`src/hw/rtl/slsl_pkg.sv`:
```
// ----------------------------------------------------------------------------
// slsl_pkg
// Shared types and codes for the solenoid, lamp and sound latch.
// ----------------------------------------------------------------------------
package slsl_pkg;

  localparam int OffW   = 4;
  localparam int DataW  = 8;
  localparam int SolW   = 18;
  localparam int LampW  = 64;
  localparam int ColN   = 8;
  localparam int RowW   = 8;
  localparam int SndW   = 8;
  localparam int AddrW  = 3;
  localparam int BusW   = 32;

  localparam logic [OffW-1:0] OFF_SOL_A   = 4'd0;
  localparam logic [OffW-1:0] OFF_SOL_B   = 4'd1;
  localparam logic [OffW-1:0] OFF_SND_LO  = 4'd2;
  localparam logic [OffW-1:0] OFF_SND_HI  = 4'd3;

  localparam logic REG_INVERT = 1'b0;
  localparam logic REG_ENABLE = 1'b1;

  typedef struct packed {
    logic [7:0] invert_mask;
    logic       enable;
  } cfg_t;

  typedef struct packed {
    logic [SolW-1:0]  solenoid_bits;
    logic [LampW-1:0] lamp_bits;
    logic [SndW-1:0]  sound_code;
    logic             sound_send;
  } result_t;

endpackage

```
`src/hw/rtl/slsl_regs.sv`:
```
// ----------------------------------------------------------------------------
// slsl_regs
// APB-style configuration registers: sound invert mask and sound enable.
// ----------------------------------------------------------------------------
module slsl_regs (
  input  logic                         clk,
  input  logic                         rst,
  input  logic                         psel,
  input  logic                         penable,
  input  logic                         pwrite,
  input  logic [slsl_pkg::AddrW-1:0]   paddr,
  input  logic [slsl_pkg::BusW-1:0]    pwdata,
  output logic [slsl_pkg::BusW-1:0]    prdata,
  output logic                         pready,
  output slsl_pkg::cfg_t               cfg
);

  logic wr;

  assign pready = 1'b1;
  assign wr     = psel && penable && pwrite;

  always_ff @(posedge clk) begin
    if (rst) begin
      cfg.invert_mask <= 8'h00;
      cfg.enable      <= 1'b1;
    end else if (wr) begin
      case (paddr[2])
        slsl_pkg::REG_INVERT: cfg.invert_mask <= pwdata[7:0];
        slsl_pkg::REG_ENABLE: cfg.enable      <= pwdata[0];
        default: ;
      endcase
    end
  end

  always_comb begin
    case (paddr[2])
      slsl_pkg::REG_INVERT: prdata = {24'd0, cfg.invert_mask};
      slsl_pkg::REG_ENABLE: prdata = {31'd0, cfg.enable};
      default:              prdata = '0;
    endcase
  end

endmodule

```
`src/hw/rtl/slsl_latch.sv`:
```
// ----------------------------------------------------------------------------
// slsl_latch
// Solenoid word, lamp matrix and sound latch state with their update logic.
// ----------------------------------------------------------------------------
module slsl_latch (
  input  logic                        clk,
  input  logic                        rst,
  input  logic                        step,
  input  logic [slsl_pkg::OffW-1:0]   off,
  input  logic [slsl_pkg::DataW-1:0]  data,
  input  slsl_pkg::cfg_t              cfg,
  output slsl_pkg::result_t           result
);

  logic [slsl_pkg::SolW-1:0] solenoid_word, solenoid_word_next;
  logic [slsl_pkg::RowW-1:0] lamp_columns [slsl_pkg::ColN];
  logic [slsl_pkg::RowW-1:0] lamp_columns_next [slsl_pkg::ColN];
  logic [slsl_pkg::SndW-1:0] sound_latch, sound_latch_next;
  logic [slsl_pkg::SndW-1:0] last_sent_sound, last_sent_sound_next;
  logic                      send;

  always_comb begin
    solenoid_word_next   = solenoid_word;
    sound_latch_next     = sound_latch;
    last_sent_sound_next = last_sent_sound;
    send                 = 1'b0;
    case (off)
      slsl_pkg::OFF_SOL_A: begin
        solenoid_word_next[17:16] = data[7:6];
        if (data[6]) begin
          solenoid_word_next[11:10] = data[5:4];
        end else begin
          solenoid_word_next[5:4] = data[5:4];
        end
      end
      slsl_pkg::OFF_SOL_B: begin
        if (solenoid_word[16]) begin
          solenoid_word_next[9:6] = data[7:4];
        end else begin
          solenoid_word_next[3:0] = data[7:4];
        end
      end
      slsl_pkg::OFF_SND_LO: begin
        sound_latch_next[3:0] = data[7:4] ^ cfg.invert_mask[3:0];
        if (sound_latch_next != last_sent_sound) begin
          last_sent_sound_next = sound_latch_next;
          send                 = cfg.enable;
        end
      end
      slsl_pkg::OFF_SND_HI: begin
        sound_latch_next[7:4]       = data[7:4] ^ cfg.invert_mask[7:4];
        solenoid_word_next[13:12]   = data[7:6];
      end
      default: ;
    endcase
  end

  always_comb begin
    for (int c = 0; c < slsl_pkg::ColN; c++) begin
      lamp_columns_next[c] = lamp_columns[c];
    end
    for (int i = 0; i < 4; i++) begin
      lamp_columns_next[{off[3], 2'(i)}][off[2:0]] = data[3-i];
    end
  end

  always_ff @(posedge clk) begin
    if (rst) begin
      solenoid_word   <= '0;
      sound_latch     <= '0;
      last_sent_sound <= '0;
      for (int c = 0; c < slsl_pkg::ColN; c++) begin
        lamp_columns[c] <= '0;
      end
    end else if (step) begin
      solenoid_word   <= solenoid_word_next;
      sound_latch     <= sound_latch_next;
      last_sent_sound <= last_sent_sound_next;
      for (int c = 0; c < slsl_pkg::ColN; c++) begin
        lamp_columns[c] <= lamp_columns_next[c];
      end
    end
  end

  always_comb begin
    result.solenoid_bits = solenoid_word_next;
    for (int c = 0; c < slsl_pkg::ColN; c++) begin
      result.lamp_bits[c*slsl_pkg::RowW +: slsl_pkg::RowW] = lamp_columns_next[c];
    end
    result.sound_code = sound_latch_next;
    result.sound_send = send;
  end

endmodule

```
`src/hw/rtl/solenoid_lamp_sound_latch_core.sv`:
```
// ----------------------------------------------------------------------------
// solenoid_lamp_sound_latch_core
// Command write latch: solenoid word, 8x8 lamp matrix, sound command latch.
//
//   channel  | beat                        | handshake
//   ---------+-----------------------------+-------------------------
//   in       | cmd_offset, cmd_data        | in_valid / in_ready
//   out      | solenoid_bits, lamp_bits,   | out_valid / out_ready
//            | sound_code, sound_send      |
//   config   | paddr, pwdata, prdata       | psel, penable, pwrite, pready
//
// One beat per cycle while out_ready holds or the result register is empty.
// The state update between input and result register is combinational.
// Synchronous reset clears both stage valids and all latch state.
// A stalled result holds; the input register still takes a beat while empty.
// ----------------------------------------------------------------------------
module solenoid_lamp_sound_latch_core (
  input  logic                        clk,
  input  logic                        rst,
  input  logic                        in_valid,
  output logic                        in_ready,
  input  logic [slsl_pkg::OffW-1:0]   cmd_offset,
  input  logic [slsl_pkg::DataW-1:0]  cmd_data,
  output logic                        out_valid,
  input  logic                        out_ready,
  output logic [slsl_pkg::SolW-1:0]   solenoid_bits,
  output logic [slsl_pkg::LampW-1:0]  lamp_bits,
  output logic [slsl_pkg::SndW-1:0]   sound_code,
  output logic                        sound_send,
  input  logic                        psel,
  input  logic                        penable,
  input  logic                        pwrite,
  input  logic [slsl_pkg::AddrW-1:0]  paddr,
  input  logic [slsl_pkg::BusW-1:0]   pwdata,
  output logic [slsl_pkg::BusW-1:0]   prdata,
  output logic                        pready
);

  slsl_pkg::cfg_t    cfg;
  slsl_pkg::result_t result;
  slsl_pkg::result_t result_q;

  logic                       in_q_valid;
  logic [slsl_pkg::OffW-1:0]  off_q;
  logic [slsl_pkg::DataW-1:0] data_q;
  logic                       advance;

  assign advance  = !out_valid || out_ready;
  assign in_ready = !in_q_valid || advance;

  slsl_regs u_regs (
    .clk     (clk),
    .rst     (rst),
    .psel    (psel),
    .penable (penable),
    .pwrite  (pwrite),
    .paddr   (paddr),
    .pwdata  (pwdata),
    .prdata  (prdata),
    .pready  (pready),
    .cfg     (cfg)
  );

  slsl_latch u_latch (
    .clk    (clk),
    .rst    (rst),
    .step   (in_q_valid && advance),
    .off    (off_q),
    .data   (data_q),
    .cfg    (cfg),
    .result (result)
  );

  always_ff @(posedge clk) begin
    if (rst) begin
      in_q_valid <= 1'b0;
    end else if (in_ready) begin
      in_q_valid <= in_valid;
    end
  end

  always_ff @(posedge clk) begin
    if (in_valid && in_ready) begin
      off_q  <= cmd_offset;
      data_q <= cmd_data;
    end
  end

  always_ff @(posedge clk) begin
    if (rst) begin
      out_valid <= 1'b0;
    end else if (advance) begin
      out_valid <= in_q_valid;
    end
  end

  always_ff @(posedge clk) begin
    if (in_q_valid && advance) begin
      result_q <= result;
    end
  end

  assign solenoid_bits = result_q.solenoid_bits;
  assign lamp_bits     = result_q.lamp_bits;
  assign sound_code    = result_q.sound_code;
  assign sound_send    = result_q.sound_send;

endmodule

```
`config.mk`:
```
export PLATFORM = sky130hd
export DESIGN_NAME = solenoid_lamp_sound_latch_core
export DESIGN_NICKNAME = d
export VERILOG_FILES = /design/src/hw/rtl/slsl_pkg.sv /design/src/hw/rtl/slsl_regs.sv /design/src/hw/rtl/slsl_latch.sv /design/src/hw/rtl/solenoid_lamp_sound_latch_core.sv
export SDC_FILE = /design/constraint.sdc
export NUM_CORES = 1
export LEC_CHECK = 0
export BUFFER_PORTS_ARGS = -buffer_cell sky130_fd_sc_hd__buf_2
export CORE_AREA = 2 2 162 164
export CTS_BUF_LIST = sky130_fd_sc_hd__clkbuf_8
export DETAILED_ROUTE_END_ITERATION = 8
export DIE_AREA = 0 0 164 166
export PLACE_DENSITY_LB_ADDON = 0.15
export SYNTH_ARGS = -nofsm -noshare
export SYNTH_HDL_FRONTEND = slang
export SYNTH_SLANG_ARGS = --single-unit
```
`constraint.sdc`:
```
create_clock -name clk -period 16.1 [get_ports clk]
set_input_delay 1.61 -clock clk [delete_from_list [all_inputs] [get_ports clk]]
set_output_delay 1.61 -clock clk [all_outputs]
set_load 0.005 [all_outputs]
```
# Word-level counts from Yosys, hierarchy flattened
# Memory sizes are Yosys's and may differ from the RTL's.
# Cells that the tools add are included.
totals:
  regBits: 144
  mem_bits_rw: 64
  elab_cells: 101
  mem_count: 1
op_classes:
  n_lt_le_gt_ge: 10
  n_eq_ne: 4
  n_mux: 40
  bitwise: 15
  n_reduce_logical: 18
mem_list:
  columns: ["memory", "words", "width", "read_ports", "rd_ports_with_merged_regs", "write_ports", "line_no", "source"]
  rows:
  - ["u_latch.lamp_columns", 8, 8, 8, 0, 8, "slsl_latch.sv:16", "logic [slsl_pkg::RowW-1:0] lamp_columns [slsl_pkg::ColN];"]
ops:
  columns: ["op", "count"]
  rows:
  - ["bitwise mux 64 bit", 4]
  - ["demux 8 bit (select 3 bit)", 4]
  - ["two-way mux 8 bit", 12]
  - ["one-hot mux 32 bit (2 select lines)", 1]
  - ["two-way mux 4 bit", 6]
  - ["greater-or-equal comparator 4 bit, second input constant", 4]
  - ["< comparator 4 x 1 -> 1 bit, second input constant", 4]
  - ["NOT 3 -> 4 bit", 4]
  - ["two-way mux 2 bit", 6]
  - ["logical AND 1 bit", 9]
  - ["== test 4 x 2 -> 1 bit, second input constant", 2]
  - ["!= test 8 bit", 1]
  - ["bitwise OR 1 bit", 8]
  - ["XOR 4 bit", 2]
  - ["two-way mux 1 bit", 6]
  - ["AND reduction 2 bit", 3]
  - ["== test 4 x 1 -> 1 bit, second input constant", 1]
  - ["zero test 4 bit", 1]
  - ["< comparator 3 x 4 -> 1 bit, second input constant", 1]
  - ["demux 1 bit (select 3 bit)", 1]
  - ["greater-or-equal comparator 3 x 1 -> 1 bit, second input constant", 1]
  - ["AND reduction 3 bit", 1]
  - ["zero test 1 bit", 2]
  - ["logical OR 1 bit", 2]
  - ["NOT 1 bit", 1]

# Depth between registers and ports, before layout
# Gate-level depths: netlist of the first run.
depth:
  ltp_word: 11
  mapped_depth: 7
  depth_no_buf: 4

# Modules after synthesis
# From an unflattened synthesis of the first run, not the netlist that was laid out.
hier_totals:
  cells_unflattened: 603
  area_unflattened_um2: 8943.6
modules_own_cells:
  columns: ["module", "n_inst", "cells_each", "area_per_inst_um2"]
  rows:
  - ["slsl_latch", 1, 414, 5058.6]
  - ["solenoid_lamp_sound_latch_core", 1, 113, 3196.8]
  - ["slsl_regs", 1, 76, 688.2]

# Least setup slack after synthesis of the first run
# OpenSTA, ideal clock, no wires.
synth_path:
  kind: "input port to flip-flop"
  start: "input out_ready"
  end: "memory u_latch.lamp_columns[0][0] in the netlist's numbering (enable)"
  setup_time_ps: 394
  t_arrival_ps: 5972
  slack_ps: 9734
  cell_stages: 5
  path_cell_list: "nand2b_1 clkbuf_1 and2_1 clkbuf_1 or2_2"
synth_rtl:
  columns: ["element", "line_no", "source"]
  rows:
  - ["start, declared", "solenoid_lamp_sound_latch_core.sv:25", "input logic out_ready,"]
  - ["end, declared", "slsl_latch.sv:16", null]

# Final worst setup path of the first run
layout_path:
  start: "input paddr[2] in the netlist's numbering"
  end: "output prdata[0] in the netlist's numbering"
layout_between:
  elab_chain_cells: 2
layout_lines:
  columns: ["element", "line_no", "source"]
  rows:
  - ["start, declared", "solenoid_lamp_sound_latch_core.sv:33", "input logic [slsl_pkg::AddrW-1:0] paddr,"]
  - ["NOT 1 bit", "slsl_regs.sv:37", "case (paddr[2])"]
  - ["one-hot mux 32 bit (2 select lines) (*)", "slsl_regs.sv:37", null]
  - ["end, declared", "solenoid_lamp_sound_latch_core.sv:35", "output logic [slsl_pkg::BusW-1:0] prdata,"]
# Mark *: on every way between the ends. The rest lies on a longest branch, timed or not. The select of a mux whose other input is x is not followed.

==> metrics.md, run 1 <==
| Metric | Value |
|---|---|
| Status | `complete, no violations` |
| Max Cap Viol | `0` |
| CP Launch Type | `input port` |
| Origin of the worst setup path | `paddr[2]` |
| TNS Setup | `0 ps` |
| Period minus WS final | `3890 ps` |
| Final period util | `0.241` |
| Gate count of the mapped netlist | `608` |
| Library cells used by synthesis | `38` |
| Initial detailed-routing violation count | `288` |
| Final Hold Vio Count | `0` |
| Worst setup endpoint | `prdata[0]` |
| Overall routing resource usage | `0.136` |
| Grt ovf | `0` |
| Via count | `5,016` |
| Drt wl/cell | `16.9 um` |
| Normalized max-slew margin | `0.298` |
| # setup viols final | `0` |
| Root buffer cell | `clkbuf_8` |
| Die X | `164 um` |
| Initial Utilization | `0.342` |
| CTS tree | `yes` |
| Most common cell in the netlist | `edfxtp_1` |
| #FFs+latches synth | `208` |
| Critical path required time | `14,490 ps` |
| RD Place Congestion | `0.742` |
| Postcts setup bufs | `0` |
| # clock sinks | `208` |
| Ratio of cells with drive above 1 in the final layout | `0.360` |
| Post-Syn Area | `8760 sq um` |
| Total power | `0.00115 W` |
| First-pass GRT wire length | `28,600 um` |
| Critical path type | `in2out` |
| Seq/Total Area, Yosys | `0.664` |
| H-tree depth | `2` |
| CTS Buf Count | `37` |
| Synth Area per Inst | `14.4 sq um` |
| DRT Pass-1 Iters | `4` |
| Detailed Route WL | `18,700 um` |
| Top_reg_cell synth | `edfxtp_1` |
| Worst-Skew Late Latency | `510 ps` |
| Design area | `10,300 sq um` |
| Reg2reg end | `u_latch.lamp_columns[0][63]` |
| Clock Skews | `13.8 ps` |
| Worst-Margin Slew | `1050 ps` |
| I/O pins | `180` |
| Crit path largest cell delay | `350 ps` |
| Post-synth top area share | `0.566` |
| Max-slew violation total from the final report | `0` |
| FP Rows | `59` |
| Max VDD drop | `0.0681 mV` |
| PD cells | `112 nW/um^2` |
| Clock Pin Slew Worst Setup and Hold Paths | `60 ps` |
| Vias per inst | `4.54` |
| Port bufs | `126` |
| Nets | `794` |
| Largest net degree at the start of global routing | `70` |
| Synth area leaders | `edfxtp_1 57%, mux2_2 11%, dfxtp_1 9.8%, nor2b_1 5.2%, mux2i_1 2.6%` |
| Dpl cell area | `9590 sq um` |
| DRC Markers | `0` |
| Crit path top cell by count | `buf_2` |
| CTS-repair resized insts | `0` |
| Area growth, synth to finish | `17.3%` |
| CP Capture Type | `primary output` |
| Arr. time, crit path | `2280 ps` |
| Antenna-violating nets left | `0` |
| Cts hold-fix bufs | `0` |
| Max Clock Freq | `257 MHz` |
| Synth top cells by count | `165 x edfxtp_1, 84 x mux2_2, 73 x nor2b_1` |
| Worst R2R Path Depth | `4` |
| Setup slack, reg-to-reg | `13,250 ps` |
| Post-DP HPWL | `11,900 um` |
| Slowest CP cell | `mux2_2` |
| RR Startpoint | `out_valid` |
| Die height | `166 um` |
| Leak | `3.97 nW` |
| Area of the core | `25,600 sq um` |
| Unrepaired setup endpoints after global routing | `no` |
| Initial antenna violation count | `3` |
| Clock Tree Buf Depth | `3` |
| Vias in the first global route | `5,001` |
| Post-synth top area cell | `edfxtp_1` |
| Crit path cell chain | `buf_2 > mux2_2 > buf_2` |
| Die area | `27,200 sq um` |
| Hold Path Class | `reg2reg` |
| Post-synth EDFFs | `165` |
| Crit-path max FO | `11` |
| Ys Warns | `0` |
| Synth async-reset ratio | `0` |
[worst min path at each step]
stage / from / end / slack, ps / depth (start not counted)
2_1_floorplan: u_latch.solenoid_word[0] / u_latch.solenoid_word[0] / 430 / 2
3_3_place_gp: u_latch.solenoid_word[3] / u_latch.solenoid_word[3] / 440 / 2
3_5_place_dp: u_latch.solenoid_word[1] / u_latch.solenoid_word[1] / 460 / 2
4_1_cts: u_latch.solenoid_word[1] / u_latch.solenoid_word[1] / 460 / 2
5_1_grt: u_latch.solenoid_word[1] / u_latch.solenoid_word[1] / 480 / 2
6_report: u_latch.solenoid_word[1] / u_latch.solenoid_word[1] / 470 / 2
[stage by stage]
stage	hold WS [ps]	instances	setup slack, ps	utilization
after floorplan	434	633	9730	-
after global placement	442	1036	11870	0.374
after detailed placement	456	1036	11770	0.374
after CTS	464	1102	12210	0.401
after global routing	484	1102	12170	0.401
final	470	1104	12210	0.401
[critical path: cells and delay by family]
kind	cells	cell delay [ps]
mux	1	350
buf+inv	2	320
[where the power goes]
group	internal (W)	switching, W	leakage (nW)	total [W]
Sequential	0.000611	0.0000148	2.00	0.000626
Combinational	0.0000322	0.0000395	1.57	0.0000717
Clock	0.000239	0.000211	0.398	0.000449
[logic make-up after synthesis]
group,share of synthesized area
flip-flops,0.664
AND/OR/NAND/NOR,0.119
multiplexers,0.134
buffers and inverters,0.0426
AO/OA/AOI/OAI,0.0184
XOR/XNOR,0.0207
other,0.000857
[flip-flops by register name, indices dropped and copies added, names as in the netlist]
| signal | count |
|---|---|
| out_valid | 1 |
| lamp_bits | 64 |
| in_q_valid | 1 |
| data_q | 8 |
| off_q | 4 |
| u_latch.last_sent_sound | 8 |
| sound_code | 8 |
| u_latch.sound_latch | 8 |
| u_latch.solenoid_word | 16 |
| u_regs.cfg | 9 |
| sound_send | 1 |
| solenoid_bits | 16 |
| u_latch.lamp_columns | 64 |
[layer usage]
metal / part of all wire / up-vias / wire, um / global-route usage
met5: 0.00070 / - / 13 / 0
met4: 0.024 / 2 / 445 / 0.0469
met3: 0.070 / 36 / 1300 / 0.0450
met2: 0.45 / 158 / 8490 / 0.211
met1: 0.45 / 2424 / 8450 / 0.179
li1: - / 2396 / - / -
[cell usage in the layout, fill, tap and decap left out, types with 4 or more instances in the layout]
master / n
edfxtp_1: 165
buf_2: 126
mux2_2: 84
nor2b_1: 73
dfxtp_1: 43
clkbuf_8: 42
nor2_1: 29
nand2_1: 27
conb_1: 27
mux2i_1: 23
a21oi_1: 18
nand2b_1: 18
inv_1: 14
xor2_1: 8
nand3_1: 6
xnor2_1: 5
nand4_1: 5
clkinv_1: 5
clkinv_2: 5
buf_4: 5
nor3_1: 4
or2_2: 4
a211oi_1: 4
[layout make-up]
cell class | instances | area [sq um]
tap | 335 | 419
timing repair buffer | 131 | 668
clock inverter | 24 | 105
sequential | 208 | 5820
fill | 2435 | 15300
multi-input combinational | 360 | 2680
antenna | 2 | 5.00
clock buffer | 42 | 578
inverter | 2 | 7.51
Power figures use the tool's default switching activity.
==> run 2: changes to the inputs <==
Clock period 16.1 ns to 3.4 ns, I/O delays scaled along.
==> run 2 against run 1 <==
Hold slack got worse by 430 ps. Via count rose by 2.0%. Critical path depth rose by 1. Die area did not move. Sequential share of layout area fell by 0.77 points. Critical endpoint is now u_latch.lamp_columns[0][4]. Wire length rose by 1.9%. Sequential power rose to 4.7 times the previous value. Register-to-register slack got worse by 12000 ps.
==> metrics.md, run 2 (synthesis gave the netlist of run 1 again) <==
| Metric | Value |
|---|---|
| Status | `complete, no violations` |
| Die height | `166 um` |
| Port bufs | `126` |
| Post-DP HPWL | `12,000 um` |
| Initial detailed-routing violation count | `222` |
| Nets | `808` |
| Critical path type | `reg2reg` |
| CP Launch Type | `flop` |
| Critical path required time | `3630 ps` |
| Clock Skews | `17.0 ps` |
| Hold Slack | `43.4 ps` |
| Origin of the worst setup path | `off_q[2]` |
| Most used cells in the layout excluding fill and tap cells | `165 x edfxtp_1, 126 x buf_2, 84 x mux2_2, 73 x nor2b_1, 43 x dfxtp_1` |
| DRC Markers | `0` |
| FP Rows | `59` |
| Ratio of cells with drive above 1 in the final layout | `0.355` |
| Dpl cell area | `9640 sq um` |
| Worst-Margin Slew | `714 ps` |
| Leak | `4.04 nW` |
| RD Place Congestion | `0.767` |
| Period minus WS final | `2290 ps` |
| Area growth, synth to finish | `18.9%` |
| Max Cap Viol | `0` |
| Max Clock Freq | `437 MHz` |
| PD cells | `524 nW/um^2` |
| Hold Path Class | `in2reg` |
| Design area | `10,400 sq um` |
| Fillers | `2,459` |
| Hold_sp | `cmd_offset[1]` |
| # clock sinks | `208` |
| Largest net degree at the start of global routing | `67` |
| Initial Utilization | `0.342` |
| Vias per inst | `4.58` |
| Postcts setup bufs | `0` |
| Normalized max-slew margin | `0.521` |
| Die area | `27,200 sq um` |
| Commonest non-fill, non-tap cell in the layout | `edfxtp_1` |
| Switch Pwr | `0.00125 W` |
| Via count | `5,114` |
| I/O pins | `180` |
| # setup viols final | `0` |
| Final Hold Vio Count | `0` |
| Worst-Skew Late Latency | `510 ps` |
| Root buffer cell | `clkbuf_8` |
| CP Capture Type | `flop` |
| Max-slew violation total from the final report | `0` |
| H-tree depth | `2` |
| Unrepaired setup endpoints after global routing | `no` |
| RR Startpoint | `off_q[2]` |
| Overall routing resource usage | `0.139` |
| DRT Pass-1 Iters | `4` |
| Clock Pin Slew Worst Setup and Hold Paths | `60 ps` |
| Final period util | `0.674` |
| Util after Layout | `0.407` |
| TNS Setup | `0 ps` |
| # diodes | `0` |
| Grt ovf | `0` |
| Area of the core | `25,600 sq um` |
| Detailed Route WL | `19,100 um` |
| Initial antenna violation count | `0` |
| Die X | `164 um` |
| CTS Buf Count | `36` |
| Clock Tree Buf Depth | `3` |
| Int Power | `0.00421 W` |
| Logic pwr share | `0.065` |
| Drt wl/cell | `17.1 um` |
| CTS tree | `yes` |
| Max VDD drop | `0.216 mV` |
| Crit-path max FO | `12` |
| Vias in the first global route | `5,323` |
| Reg power frac | `0.543` |
| First-pass GRT wire length | `29,300 um` |
| Antenna-violating nets left | `0` |
| Clk pwr share | `0.392` |
| Sw Share | `0.229` |
| Total power | `0.00546 W` |
| Arr. time, crit path | `2520 ps` |
-- run 2: cell types whose count changed in the layout (fill, tap and decap cells not counted), sizes merged, moves of 2 or more --
| cell | delta |
|---|---|
| clkbuf | -2 |
| clkinv | -3 |
| buf | +5 |
| dlygate4sd3 | +10 |
| diode | -2 |
| inv | +2 |
-- run 2: worst max-delay path, stage by stage (launching register included) --
cell and delay, ps:
edfxtp_1 630, or2b_1 310, nor3_1 510, mux2_2 420
nor2b_1 130
-- run 2: power groups by stage --
stage / sequential, W / combinational [W] / clock, W
after floorplan: 0.00298 / 0.000250 / 0
after global placement: 0.00301 / 0.000341 / 0
after detailed placement: 0.00302 / 0.000347 / 0
after CTS: 0.00297 / 0.000358 / 0.00223
after global routing: 0.00298 / 0.000389 / 0.00234
final: 0.00296 / 0.000353 / 0.00214
-- run 2: final cells by class --
cell class	count	area, sq um	share of cell area
Sequential cell	208	5820	0.558
Clock buffer	40	551	0.0528
Tap cell	335	419	0.0402
Inverter	2	7.51	0.000721
Clock inverter	25	130	0.0125
Timing Repair Buffer	146	818	0.0785
Multi-Input combinational cell	360	2680	0.257
-- run 2: path summary, 6_finish.rpt --
path | end | cells past startpoint | slack, ps
worst max-delay path | u_latch.lamp_columns[0][4] | 4 | 1110
worst min-delay path | off_q[1] | 1 | 40
worst max register to register | u_latch.lamp_columns[0][4] | 4 | 1110
worst min register to register | u_latch.solenoid_word[2] | 2 | 470
-- run 2: timing repair --
action	CTS	global route
gates resized for setup	0	0
hold buffers	9	1
endpoints found under the hold margin	9	1
-- run 2: per-stage QoR --
step | cells | setup WS [ps]
floorplan | 633 | 413
global placement | 1041 | 1120
detailed placement | 1041 | 1100
CTS | 1115 | 1060
global route | 1116 | 964
finish | 1116 | 1110
-- run 2: layer usage --
metal,up-vias,part of all wire,routed length (um),GRT usage
met5,-,0,0,0
met4,0,0.025,473,0.0500
met3,43,0.055,1050,0.0337
met2,149,0.46,8730,0.220
met1,2509,0.46,8800,0.187
li1,2413,-,-,-
